--- config.mk ---
export PLATFORM = sky130hd
export DESIGN_NAME = char_lcd_nibble_pin_sequencer
export DESIGN_NICKNAME = d
export VERILOG_FILES = /design/src/sv/clnps_pkg.sv /design/src/sv/clnps_front.sv /design/src/sv/clnps_queue.sv /design/src/sv/clnps_back.sv /design/src/sv/char_lcd_nibble_pin_sequencer.sv
export SDC_FILE = /design/constraint.sdc
export NUM_CORES = 1
export LEC_CHECK = 0
export BUFFER_PORTS_ARGS = -buffer_cell sky130_fd_sc_hd__buf_2
export CAP_MARGIN = 40
export CORE_UTILIZATION = 25
export DETAILED_ROUTE_END_ITERATION = 10
export SYNTH_ARGS = -nofsm -noshare
export SYNTH_HDL_FRONTEND = slang
export SYNTH_HIERARCHICAL = 1
export SYNTH_SLANG_ARGS = --single-unit
--- constraint.sdc ---
create_clock -name clk_i -period 6.1 [get_ports clk_i]
set_input_delay 1.22 -clock clk_i [delete_from_list [all_inputs] [get_ports clk_i]]
set_output_delay 1.22 -clock clk_i [all_outputs]
set_load 0.005 [all_outputs]
--- src/sv/clnps_pkg.sv ---
`timescale 1ns / 1ps

package clnps_pkg;

  // Command codes carried on the slave-side tuser.
  typedef enum logic [1:0] {
    CMD_BYTE      = 2'd0,
    CMD_NIBBLE    = 2'd1,
    CMD_BACKLIGHT = 2'd2
  } cmd_e;

  // Configuration register indexes.
  typedef enum logic [2:0] {
    REG_RS        = 3'd0,
    REG_ENABLE    = 3'd1,
    REG_D4        = 3'd2,
    REG_D5        = 3'd3,
    REG_D6        = 3'd4,
    REG_D7        = 3'd5,
    REG_BACKLIGHT = 3'd6
  } reg_idx_e;

  localparam int unsigned NumRegs     = 7;
  localparam int unsigned RegWidth    = 3;
  localparam int unsigned QueueDepth  = 2;
  localparam int unsigned InDataWidth = 16;
  localparam int unsigned InUserWidth = 2;
  localparam int unsigned OutDataWidth = 16;
  localparam int unsigned WaitWidth   = 7;

  localparam logic [RegWidth-1:0] RegReset [NumRegs] = '{
    3'd7, 3'd6, 3'd5, 3'd4, 3'd3, 3'd2, 3'd1
  };

  // Step numbering of a byte: RS update, high nibble, low nibble.
  localparam logic [3:0] StepRs      = 4'd0;
  localparam logic [3:0] StepHighNib = 4'd1;
  localparam logic [3:0] StepLowNib  = 4'd8;
  localparam logic [3:0] StepLast    = 4'd14;

  // Sub-steps within one nibble.
  localparam logic [2:0] SubEnLow1  = 3'd4;
  localparam logic [2:0] SubEnHigh  = 3'd5;
  localparam logic [2:0] SubEnLow2  = 3'd6;

  localparam logic [WaitWidth-1:0] WaitNone   = 7'd0;
  localparam logic [WaitWidth-1:0] WaitStrobe = 7'd1;
  localparam logic [WaitWidth-1:0] WaitSettle = 7'd100;

  // One classified command waiting for the sequencer.
  typedef struct packed {
    logic       is_bl;   // single backlight update
    logic [3:0] start;   // first step of the sequence
    logic [7:0] value;   // byte or nibble to send
    logic       level;   // RS level or backlight level
  } job_t;

endpackage

--- src/sv/clnps_front.sv ---
`timescale 1ns / 1ps

module clnps_front (
  input  logic                                s_valid_i,
  input  logic [clnps_pkg::InUserWidth-1:0]   s_user_i,
  input  logic [clnps_pkg::InDataWidth-1:0]   s_data_i,
  output logic                                s_ready_o,
  input  logic                                q_full_i,
  output logic                                q_push_o,
  output clnps_pkg::job_t                     q_job_o
);
  import clnps_pkg::*;

  logic keep;

  assign s_ready_o = !q_full_i;

  // Classify the command; the unused code is swallowed without a job.
  always_comb begin
    keep          = 1'b1;
    q_job_o.is_bl = 1'b0;
    q_job_o.start = StepRs;
    q_job_o.value = s_data_i[7:0];
    q_job_o.level = s_data_i[8];
    case (cmd_e'(s_user_i))
      CMD_BYTE: begin
        q_job_o.start = StepRs;
      end
      CMD_NIBBLE: begin
        q_job_o.start = StepLowNib;
      end
      CMD_BACKLIGHT: begin
        q_job_o.is_bl = 1'b1;
        q_job_o.level = s_data_i[9];
      end
      default: begin
        keep = 1'b0;
      end
    endcase
  end

  assign q_push_o = s_valid_i && !q_full_i && keep;

endmodule

--- src/sv/clnps_queue.sv ---
`timescale 1ns / 1ps

module clnps_queue #(
  parameter int unsigned Depth = clnps_pkg::QueueDepth
) (
  input  logic            clk_i,
  input  logic            rst_ni,
  input  logic            push_i,
  input  clnps_pkg::job_t push_job_i,
  output logic            full_o,
  input  logic            pop_i,
  output logic            head_valid_o,
  output clnps_pkg::job_t head_job_o
);
  import clnps_pkg::*;

  localparam int unsigned PtrW = (Depth > 1) ? $clog2(Depth) : 1;
  localparam int unsigned CntW = $clog2(Depth + 1);

  job_t            mem_q [Depth];
  logic [PtrW-1:0] wr_ptr_q, wr_ptr_d;
  logic [PtrW-1:0] rd_ptr_q, rd_ptr_d;
  logic [CntW-1:0] count_q, count_d;
  logic            do_push, do_pop;

  assign full_o       = (count_q == CntW'(Depth));
  assign head_valid_o = (count_q != '0);
  assign head_job_o   = mem_q[rd_ptr_q];
  assign do_push      = push_i && !full_o;
  assign do_pop       = pop_i && head_valid_o;

  always_comb begin
    wr_ptr_d = wr_ptr_q;
    rd_ptr_d = rd_ptr_q;
    count_d  = count_q;
    if (do_push) begin
      wr_ptr_d = (wr_ptr_q == PtrW'(Depth - 1)) ? '0 : wr_ptr_q + 1'b1;
    end
    if (do_pop) begin
      rd_ptr_d = (rd_ptr_q == PtrW'(Depth - 1)) ? '0 : rd_ptr_q + 1'b1;
    end
    if (do_push && !do_pop) begin
      count_d = count_q + 1'b1;
    end else if (do_pop && !do_push) begin
      count_d = count_q - 1'b1;
    end
  end

  always_ff @(posedge clk_i or negedge rst_ni) begin
    if (!rst_ni) begin
      wr_ptr_q <= '0;
      rd_ptr_q <= '0;
      count_q  <= '0;
    end else begin
      wr_ptr_q <= wr_ptr_d;
      rd_ptr_q <= rd_ptr_d;
      count_q  <= count_d;
    end
  end

  always_ff @(posedge clk_i) begin
    if (do_push) begin
      mem_q[wr_ptr_q] <= push_job_i;
    end
  end

endmodule

--- src/sv/clnps_back.sv ---
`timescale 1ns / 1ps

module clnps_back (
  input  logic                                 clk_i,
  input  logic                                 rst_ni,
  input  logic                                 cfg_we_i,
  input  logic [2:0]                           cfg_idx_i,
  input  logic [clnps_pkg::RegWidth-1:0]       cfg_data_i,
  input  logic                                 head_valid_i,
  input  clnps_pkg::job_t                      head_job_i,
  output logic                                 pop_o,
  output logic                                 m_valid_o,
  input  logic                                 m_ready_i,
  output logic [clnps_pkg::OutDataWidth-1:0]   m_data_o,
  output logic                                 m_last_o
);
  import clnps_pkg::*;

  logic [RegWidth-1:0]  pos_q [NumRegs];
  logic [7:0]           image_q, image_d;
  logic [3:0]           step_q, step_d;
  logic                 first_q, first_d;
  logic                 out_valid_q, out_valid_d;
  logic [7:0]           out_image_q;
  logic [WaitWidth-1:0] out_wait_q;
  logic                 out_last_q;

  logic                 advance;
  logic [3:0]           cur;
  logic                 high;
  logic [3:0]           nib;
  logic [2:0]           sub;
  logic [RegWidth-1:0]  pos;
  logic                 lvl;
  logic [WaitWidth-1:0] wait_us;
  logic                 last;

  assign advance = head_valid_i && (!out_valid_q || m_ready_i);
  assign cur     = first_q ? head_job_i.start : step_q;
  assign high    = (cur < StepLowNib);
  assign nib     = high ? head_job_i.value[7:4] : head_job_i.value[3:0];
  assign sub     = high ? 3'(cur - StepHighNib) : 3'(cur - StepLowNib);

  always_comb begin
    pos     = pos_q[REG_ENABLE];
    lvl     = 1'b0;
    wait_us = WaitNone;
    last    = 1'b0;
    if (head_job_i.is_bl) begin
      pos  = pos_q[REG_BACKLIGHT];
      lvl  = head_job_i.level;
      last = 1'b1;
    end else if (cur == StepRs) begin
      pos = pos_q[REG_RS];
      lvl = head_job_i.level;
    end else begin
      last = (cur == StepLast);
      case (sub)
        3'd0: begin
          pos = pos_q[REG_D4];
          lvl = nib[0];
        end
        3'd1: begin
          pos = pos_q[REG_D5];
          lvl = nib[1];
        end
        3'd2: begin
          pos = pos_q[REG_D6];
          lvl = nib[2];
        end
        3'd3: begin
          pos = pos_q[REG_D7];
          lvl = nib[3];
        end
        SubEnLow1: begin
          wait_us = WaitStrobe;
        end
        SubEnHigh: begin
          lvl     = 1'b1;
          wait_us = WaitStrobe;
        end
        SubEnLow2: begin
          wait_us = WaitSettle;
        end
        default: begin
          wait_us = WaitNone;
        end
      endcase
    end
  end

  always_comb begin
    image_d      = image_q;
    image_d[pos] = lvl;
  end

  assign pop_o = advance && last;

  always_comb begin
    step_d      = step_q;
    first_d     = first_q;
    out_valid_d = out_valid_q && !m_ready_i;
    if (advance) begin
      out_valid_d = 1'b1;
      first_d     = last;
      step_d      = cur + 1'b1;
    end
  end

  always_ff @(posedge clk_i or negedge rst_ni) begin
    if (!rst_ni) begin
      for (int i = 0; i < NumRegs; i++) begin
        pos_q[i] <= RegReset[i];
      end
      image_q     <= '0;
      step_q      <= StepRs;
      first_q     <= 1'b1;
      out_valid_q <= 1'b0;
    end else begin
      if (cfg_we_i && (cfg_idx_i < 3'(NumRegs))) begin
        pos_q[cfg_idx_i] <= cfg_data_i;
      end
      if (advance) begin
        image_q <= image_d;
      end
      step_q      <= step_d;
      first_q     <= first_d;
      out_valid_q <= out_valid_d;
    end
  end

  always_ff @(posedge clk_i) begin
    if (advance) begin
      out_image_q <= image_d;
      out_wait_q  <= wait_us;
      out_last_q  <= last;
    end
  end

  assign m_valid_o = out_valid_q;
  assign m_data_o  = {1'b0, out_wait_q, out_image_q};
  assign m_last_o  = out_last_q;

endmodule

--- src/sv/char_lcd_nibble_pin_sequencer.sv ---
`timescale 1ns / 1ps

// Character LCD 4-bit pin sequencer.
// Commands arrive on the slave stream: tuser carries the command code and tdata
// the byte, the RS level and the backlight level. Each command becomes a run of
// eight-bit pin images on the master stream, each with its hold time in
// microseconds, tlast marking the final image of the command. A byte gives 15
// words, a nibble 7, a backlight change 1; the unused code gives none.
// The front classifies a command in the cycle it is accepted and pushes it into
// a two-entry queue; the back steps through the images, one per cycle while the
// receiver takes them, through a single output register. An accepted command
// is written into the queue, and its first image is registered in the output
// register before it is presented. Back-to-back commands stream with no gap
// between their images.
// When the receiver stalls the output word holds, the sequencer pauses and the
// queue fills; tready falls only when the queue is full. Reset clears the pin
// image to zero and loads the default pin positions. The user must write the
// position registers through cfg_we_i only while the block is idle; the block itself does not enforce this.
module char_lcd_nibble_pin_sequencer #(
  parameter int unsigned QueueDepth = clnps_pkg::QueueDepth
) (
  input  logic                                 clk_i,
  input  logic                                 rst_ni,
  // Position register write port.
  input  logic                                 cfg_we_i,
  input  logic [2:0]                           cfg_idx_i,
  input  logic [clnps_pkg::RegWidth-1:0]       cfg_data_i,
  // Command stream.
  input  logic                                 s_axis_tvalid,
  output logic                                 s_axis_tready,
  // tdata: value [7:0], rs_mode [8], backlight_on [9], zero fill [15:10].
  input  logic [clnps_pkg::InDataWidth-1:0]    s_axis_tdata,
  // tuser: cmd [1:0].
  input  logic [clnps_pkg::InUserWidth-1:0]    s_axis_tuser,
  // Pin image stream.
  output logic                                 m_axis_tvalid,
  input  logic                                 m_axis_tready,
  // tdata: pin_image [7:0], wait_us [14:8], zero fill [15].
  output logic [clnps_pkg::OutDataWidth-1:0]   m_axis_tdata,
  output logic                                 m_axis_tlast
);
  import clnps_pkg::*;

  job_t push_job;
  job_t head_job;
  logic push;
  logic full;
  logic pop;
  logic head_valid;

  // The front decodes the command into a job for the sequencer.
  clnps_front u_front (
    .s_valid_i (s_axis_tvalid),
    .s_user_i  (s_axis_tuser),
    .s_data_i  (s_axis_tdata),
    .s_ready_o (s_axis_tready),
    .q_full_i  (full),
    .q_push_o  (push),
    .q_job_o   (push_job)
  );

  // The queue lets the front keep accepting while the back is stalled.
  clnps_queue #(
    .Depth (QueueDepth)
  ) u_queue (
    .clk_i        (clk_i),
    .rst_ni       (rst_ni),
    .push_i       (push),
    .push_job_i   (push_job),
    .full_o       (full),
    .pop_i        (pop),
    .head_valid_o (head_valid),
    .head_job_o   (head_job)
  );

  // The back owns the pin image and the position registers.
  clnps_back u_back (
    .clk_i        (clk_i),
    .rst_ni       (rst_ni),
    .cfg_we_i     (cfg_we_i),
    .cfg_idx_i    (cfg_idx_i),
    .cfg_data_i   (cfg_data_i),
    .head_valid_i (head_valid),
    .head_job_i   (head_job),
    .pop_o        (pop),
    .m_valid_o    (m_axis_tvalid),
    .m_ready_i    (m_axis_tready),
    .m_data_o     (m_axis_tdata),
    .m_last_o     (m_axis_tlast)
  );

endmodule

Word-level counts from Yosys, hierarchy flattened:

Memory sizes are Yosys's and may differ from the RTL's.
Index checks and enable logic that the tools add are counted.

* register bits: 55
* bits in writable memories: 28
* input bits: 29
* output and inout bits: 19
* logic and storage cells: 97
* memories kept: 1

Memories
* u_queue.mem_q: depth 2, bits a word 14, read ports 1, clocked after Yosys merged registers in 0, write ports 1, line clnps_queue.sv:20 `job_t mem_q [Depth];`

* add/sub/neg operators: 7
* $lt $le $gt $ge: 6
* equal/unequal tests: 10
* mux-type cells: 29
* bitwise gates (word level): 1
* reductions and logical operators: 26

Operators with widths (count)
* $bwmux 21: 1
* $pmux 7 s2: 1
* $mux 1: 13
* $logic_and 1x1->1: 12
* $mux 3: 4
* $mux 4: 3
* $pmux 3 s4: 1
* $demux 3 s3: 1
* $eq 3x3->1 const B: 3
* $bwmux 8: 1
* $eq 3x2->1 const B: 2
* $sub 3x1->3 const B: 2
* $logic_not 1->1: 5
* $pmux 1 s5: 1
* $add 4x1->4 const B: 1
* $eq 2x2->1 const B: 2
* $eq 4x4->1 const B: 1
* $ge 4x4->1 const B: 1
* $logic_not 4->1: 1
* $lt 3x4->1 const B: 1
* $lt 4x1->1 const B: 1
* $lt 4x4->1 const B: 1
* $mux 2: 2
* $not 3->4: 1
* other kinds (14): 17

Longest topological paths before layout:

Gate-level depths: netlist of the first run.
An unclocked memory read counts as a cell.

* depth after elaboration: 13
* mapped depth: 13
* gate-level depth less buffers: 11

Hierarchy:

Netlist of the first run, hierarchy kept.

Modules (own cells, without submodules)
* clnps_back: instances 1, cells an instance 224, area an instance 2621.3 um^2, seq. area each 1222.4 um^2
* clnps_queue: instances 1, cells an instance 63, area an instance 1263.7 um^2, seq. area each 940.9 um^2
* clnps_front: instances 1, cells an instance 18, area an instance 135.1 um^2, seq. area each 0.0 um^2

Worst setup path before layout of the first run:

Ideal clock, no wire load.

* path kind: reg-to-reg
* start point: reg u_queue.rd_ptr_q
* end point: reg u_back.out_image_q[1], data pin
* library setup time: 0.260 ns
* arrival time: 3.396 ns
* data required time: 5.840 ns
* slack: 2.444 ns
* cell stages (with the launch flop): 14
* path buffers: 3
* clock period less this slack: 3.656 ns
* path through: dfrtp_1 buf_6 buf_12 mux2_4 mux2i_1 ha_1 nor2b_1 a211oi_1 nor2_1 mux4_2 o21bai_1 buf_2 nand3b_1 mux2_2

RTL lines
* start, declared: line clnps_queue.sv:22 `logic [PtrW-1:0] rd_ptr_q, rd_ptr_d;`
* start signal, assigned: line clnps_queue.sv:56 `rd_ptr_q <= rd_ptr_d;`
* end signal, assigned: line clnps_back.sv:134 `out_image_q <= image_d;`
* end, declared: line clnps_back.sv:24 `logic [7:0] out_image_q;`

==> metrics.txt, run 1 <==
outcome=complete, no violations; cell class contributing the biggest share of worst-path delay=multiplexers; largest net degree at the start of global routing=23; most common cell after layout, fill and taps aside=edfxtp_1; asr flop ratio synth=50.0%; RR Startpoint=u_queue/rd_ptr_q; ordered list of cells on the worst path=mux2_4 -> mux2i_1 -> ha_1 -> nor2b_1 -> a211oi_1 -> nor2_1 -> mux4_2 -> o21bai_1 -> buf_4 -> nor3b_1 -> mux2_2; synthesized area divided by synthesized cell count=13.2 µm²; setup slack on the worst flop-to-flop path=1.73 ns; Crit-path slowest cell=dfrtp_1; number of sinks handled by clock tree synthesis=78; Synth cell types=50; wire per inst=13.7 µm; Setup crit start=u_queue/rd_ptr_q; cell area after synthesis=4020 µm²; area grow syn2layout=15.8%; floorplan die area=16600 µm²; cell count of the worst reg-to-reg path=11; primary flip-flop cell chosen by synthesis mapping=edfxtp_1; TritonCTS buffer count=9; Final Max Tran Viols=0; residual DRC count=0; post-detailed-route count of antenna-violating nets=0; Comb power frac=43.4%; largest stage delay on the critical path=0.84 ns; post-synthesis sequential element count=78; final worst-path cycle share=71.6%; Slew HR=48.9%; input/output buffers=37; largest clock skew in the final design=0.00605 ns; Total Neg Setup Slack=0 ns; endpoint of the worst-slack reg-to-reg timing path=u_back/out_image_q[6]; hold path startpoint=u_back/image_q[3]; Top Ports=48; number of failing setup endpoints in the final timing report=0; GRT Overall Usage=10.1%; grt total ovfl=0; Final Routed Wirelength=7520 µm; share of synthesized area occupied by flip-flops and latches=53.8%; power density cells=567 nW/µm²; worst vdd rail ir drop=0.000206 V; area inside the core boundary=15400 µm²; cell count of the worst hold path=1; clock root buffer=clkbuf_16; die span in x=129 µm; vias after detailed routing=2434; H-tree depth reported by CTS=3; clock network latency to the later pin of the worst-skew pair=0.34 ns; hold path endpoint=u_back/image_q[3]; net count reported at finish=366; internal power summed over all cells=1.68 mW; diodes inserted=0; fraction of final layout cells with drive strength greater than 1=36.7%; half-perimeter wire length after detailed placement=5520 µm; kind of critical path=flop to flop; clock tree buffer depth=2; total count of hold-check failures in the final report=0; Warnings, synthesis=6; Post-CTS Hold Buffers=0; mean number of vias per cell=4.43; proportion of power drawn by flip-flops and latches=33.4%; number of global-route vias before repair=2486; First-pass DRT Iterations=4; critical path capture point type=flop; TritonCTS clock tree=yes; clock period minus worst slack=4.37 ns; worst path required time=6.19 ns; most used cells in the layout excluding fill and tap cells=edfxtp_1 (39), mux2_2 (38), buf_2 (37); Post-synth EDFFs=39; antenna violations before repair=0; switching pwr=955 µW; drt first-iter violations=135; startpoint class of the critical path=flop; initial cell density of the core=26.1%; unrepaired setup endpoints after global routing=no; Post-CTS Setup Bufs=0; max_cap viols=0; static leakage=1.80 nW; worst path bufs/invs=1; Clock transition at path regs=0.06 ns; Worst Tran Pin Value=0.766 ns; Crit path arrival time=4.46 ns; gate count after technology mapping=305; Clock power frac=23.2%; kind of path behind the tightest hold check=flop to flop; total of cells resized after clock tree synthesis=0; # rows=45; first-pass GRT wire length=12600 µm; Sw Share=36.2%; Hold Worst Slack=0.488 ns; maximum achievable frequency=229 MHz; gp weighted congestion=0.774; CP Max Fanout=16; Die Span Y=129 µm; final core area utilization=30.2%
power by group through the flow:
stage          Sequential, mW  Combinational [mW]  Clock, mW
6_report                0.881                1.15      0.612
5_1_grt                 0.908                1.28      0.649
4_1_cts                 0.883                1.16      0.630
3_5_place_dp            0.891                1.15          0
3_3_place_gp            0.884                1.10          0
2_1_floorplan           0.833               0.971          0
final cells by class:
class                   count  area (µm²)
inverters                  10        37.5
clock buffers               9         225
fillers                  1578       10800
repair buffers             42         243
multi-input cells         192        1600
well taps                 211         264
clock inverters             7         119
flip-flops and latches     78        2160
worst reg2reg max path, stage by stage, from the launching register on:
cell and delay [ns]:
dfrtp_1 0.84, mux2_4 0.38, mux2i_1 0.32, ha_1 0.32
nor2b_1 0.15, a211oi_1 0.56, nor2_1 0.23, mux4_2 0.34
o21bai_1 0.17, buf_4 0.23, nor3b_1 0.21, mux2_2 0.36
state kept, by name, summed over array words and instances (netlist names):
register	flops
u_back/out_wait_q	2
u_queue/count_q	2
u_back/out_image_q	8
u_back/first_q	1
u_queue/wr_ptr_q	1
u_back/m_valid_o	1
u_back/m_last_o	1
u_queue/rd_ptr_q	1
u_back/image_q	8
u_queue/mem_q	28
u_back/pos_q	21
u_back/step_q	4
per-layer routing:
layer	routed length, µm	GRT usage [%]	share of wire, %	vias up
li1	-	-	-	1156
met1	3440	12.6	46	1207
met2	3540	16.0	47	61
met3	424	4.12	5.6	10
met4	111	3.39	1.5	0
met5	0	0	0	-
worst max path at each step:
| stage | endpoint | depth (start not counted) |
|---|---|---|
| finish | u_back/out_image_q[6] | 11 |
| global route | u_back/out_image_q[6] | 11 |
| CTS | u_back/out_image_q[6] | 11 |
| detailed placement | u_back/out_image_q[6] | 11 |
| global placement | u_back/out_image_q[6] | 9 |
| floorplan | u_back/out_image_q[1] | 13 |
kinds of logic (layout without fill, tap and decap cells):
family	after synthesis	in the layout	share of synthesized area, %
simple gates	73	73	11.0
fa+ha+maj	4	4	1.24
mux	58	58	17.6
buf+inv	40	68	6.78
flops	78	78	53.8
other cells	2	7	0.187
xor+xnor	10	10	2.18
compound gates	40	40	7.16
cell usage after synthesis, types with 7 or more instances:
cell / instances / share of area (%)
buf_4: 17 / 3.2
dfrtp_1: 26 / 16
dfstp_2: 13 / 8.5
edfxtp_1: 39 / 29
inv_1: 9 / 0.84
mux2_2: 38 / 11
mux2_4: 10 / 3.7
nand2_1: 13 / 1.2
nand3_1: 8 / 1.0
nand4b_1: 8 / 1.7
nor3b_1: 7 / 1.3
o21ai_0: 14 / 1.7
per-stage QoR:
stage	setup slack [ns]	instances	total power, mW	cell area, µm²
after detailed placement	1.73	533	2.04	4310
final	1.73	549	2.64	4650
after CTS	1.71	549	2.67	4650
after global placement	1.67	530	1.98	4270
after global routing	1.44	549	2.83	4650
after floorplan	2.44	310	1.80	4040
No activity file was read; power rests on OpenSTA's default activity.
==> run 2, diff against run 1 <==
- clock period: 6.1 -> 4 ns (I/O delays scaled with it)
==> run 2 against run 1 <==
  * Total power up 50%
  * Largest power group unchanged
  * Largest cell class unchanged
  * Highest routed layer unchanged
  * Clock power up 37%
  * Combinational power up 57%
  * Sequential power up 49%
==> metrics.txt, run 2 (synthesis results as in run 1) <==
GRT Overall Usage=10.0%; static leakage=1.80 nW; Final Max Tran Viols=0; worst vdd rail ir drop=0.000340 V; Worst Tran Pin Value=0.765 ns; net count reported at finish=370; total count of hold-check failures in the final report=0; number of sinks handled by clock tree synthesis=78; H-tree depth reported by CTS=3; First-pass DRT Iterations=4; switching pwr=1.48 mW; Top Ports=48; number of global-route vias before repair=2355; CP Max Fanout=16; area grow syn2layout=15.4%; unrepaired setup endpoints after global routing=no; number of flip-flops in the largest register=28; kind of critical path=flop to flop; Comb power frac=45.7%; largest net degree at the start of global routing=30; vias after detailed routing=2458; critical path capture point type=flop; RR Startpoint=u_back/first_q; Final Routed Wirelength=7500 µm; gp weighted congestion=0.791; TritonCTS buffer count=9; clock tree buffer depth=2; crit path to=u_back/out_image_q[3]; outcome=complete, no violations; startpoint class of the critical path=flop; first-pass GRT wire length=12500 µm; Largest regs=u_queue/mem_q x28, u_back/pos_q x21; clock period minus worst slack=3.76 ns; most common cell after layout, fill and taps aside=edfxtp_1; antenna violations before repair=0; number of failing setup endpoints in the final timing report=0; Clock transition at path regs=0.06 ns; wire per inst=13.6 µm; mean number of vias per cell=4.44; post-detailed-route count of antenna-violating nets=0; maximum achievable frequency=266 MHz; post-placement setup slack=0.198 ns; clock root buffer=clkbuf_16; Crit path arrival time=3.85 ns; setup slack on the worst flop-to-flop path=0.24 ns; input/output buffers=37; final worst-path cycle share=94.0%; clock network latency to the later pin of the worst-skew pair=0.34 ns; initial cell density of the core=26.1%; internal power summed over all cells=2.48 mW; proportion of power drawn by flip-flops and latches=33.2%; max_cap viols=0; endpoint of the worst-slack reg-to-reg timing path=u_back/out_image_q[3]; TritonCTS clock tree=yes; largest clock skew in the final design=0.00632 ns; drt first-iter violations=149; Post-CTS Hold Buffers=0; grt total ovfl=0; fraction of final layout cells with drive strength greater than 1=37.7%; power density cells=854 nW/µm²; Sw Share=37.4%; Clock power frac=21.1%; Slew HR=48.4%; residual DRC count=0; diodes inserted=0; cell count of the worst reg-to-reg path=9; setup ws final=0.239 ns; Setup crit start=u_back/first_q; Die Span Y=129 µm; half-perimeter wire length after detailed placement=5310 µm; kind of path behind the tightest hold check=input port to async pin; most used cells in the layout excluding fill and tap cells=edfxtp_1 (39), mux2_2 (38), buf_2 (37); floorplan die area=16600 µm²; Total Neg Setup Slack=0 ns; worst path required time=4.09 ns; # rows=45; die span in x=129 µm; area inside the core boundary=15400 µm²; register name with the most flops=u_queue/mem_q
## run 2: cell count changes in the layout (fill, tap and decap cells not counted)
| cell | change |
|---|---|
| buf_4 | +4 |
| clkinv_1 | -1 |
| clkinvlp_2 | +1 |
| clkinv_4 | +2 |
| bufinv_16 | -2 |
| buf_12 | +1 |
| buf_16 | -1 |
| inv_8 | +1 |
| clkinvlp_4 | -1 |
## run 2: timing repair
action / 4_1_cts / 5_1_grt
gates resized for setup: 0 / 0
buffers inserted: 0 / 0
endpoints found under the setup margin: 0 / 2
## run 2: through the flow
stage               total power, mW  utilization, %  cells  cell area, µm²  hold slack (ns)
global route                   4.27            30.1    553            4640            0.343
CTS                            4.01            30.1    553            4640            0.331
global placement               3.07            27.9    535            4310            0.469
detailed placement             3.15            28.1    537            4330            0.479
finish                         3.96            30.1    553            4640            0.331
floorplan                      2.75               -    310            4040            0.454
## run 2: layout make-up
class                   instances  area (µm²)
clock inverters                 7        81.3
multi-input cells             192        1600
repair buffers                 46         265
clock buffers                   9         225
inverters                      10        37.5
fillers                      1588       10800
well taps                     211         264
flip-flops and latches         78        2160
## run 2: worst max-delay path, stage by stage, from the launching register on
cell and delay, ns:
dfstp_2 0.72, mux2i_1 0.42, ha_1 0.32, nor2b_1 0.15, a211o_1 0.37, nand3_1 0.12, a21oi_1 0.13, o31ai_4 0.62
nor3b_1 0.29, mux2_2 0.37
## run 2: how the worst min path moves through the flow
stage                              endpoint  slack, ns  depth (start not counted)
after global placement    u_back/image_q[0]       0.47                          1
final                      u_queue/wr_ptr_q       0.33                          1
after CTS                  u_back/pos_q[10]       0.33                          1
after detailed placement  u_back/image_q[1]       0.48                          1
after global routing       u_back/pos_q[10]       0.34                          1
after floorplan           u_back/image_q[3]       0.45                          1
## run 2: per-layer routing
layer | global-route usage [%] | part of all wire, % | vias up | wire length, µm
met3 | 3.37 | 6.1 | 16 | 457
met1 | 13.3 | 47 | 1209 | 3510
li1 | - | - | 1168 | -
met4 | 4.50 | 2.0 | 0 | 150
met5 | 0 | 0 | - | 0
met2 | 14.7 | 45 | 65 | 3380
## run 2: power groups by stage
stage          clock network, mW  registers, mW  logic, mW
2_1_floorplan                  0           1.27       1.48
3_3_place_gp                   0           1.32       1.75
3_5_place_dp                   0           1.33       1.82
4_1_cts                    0.862           1.32       1.83
5_1_grt                    0.900           1.35       2.02
6_report                   0.836           1.31       1.81
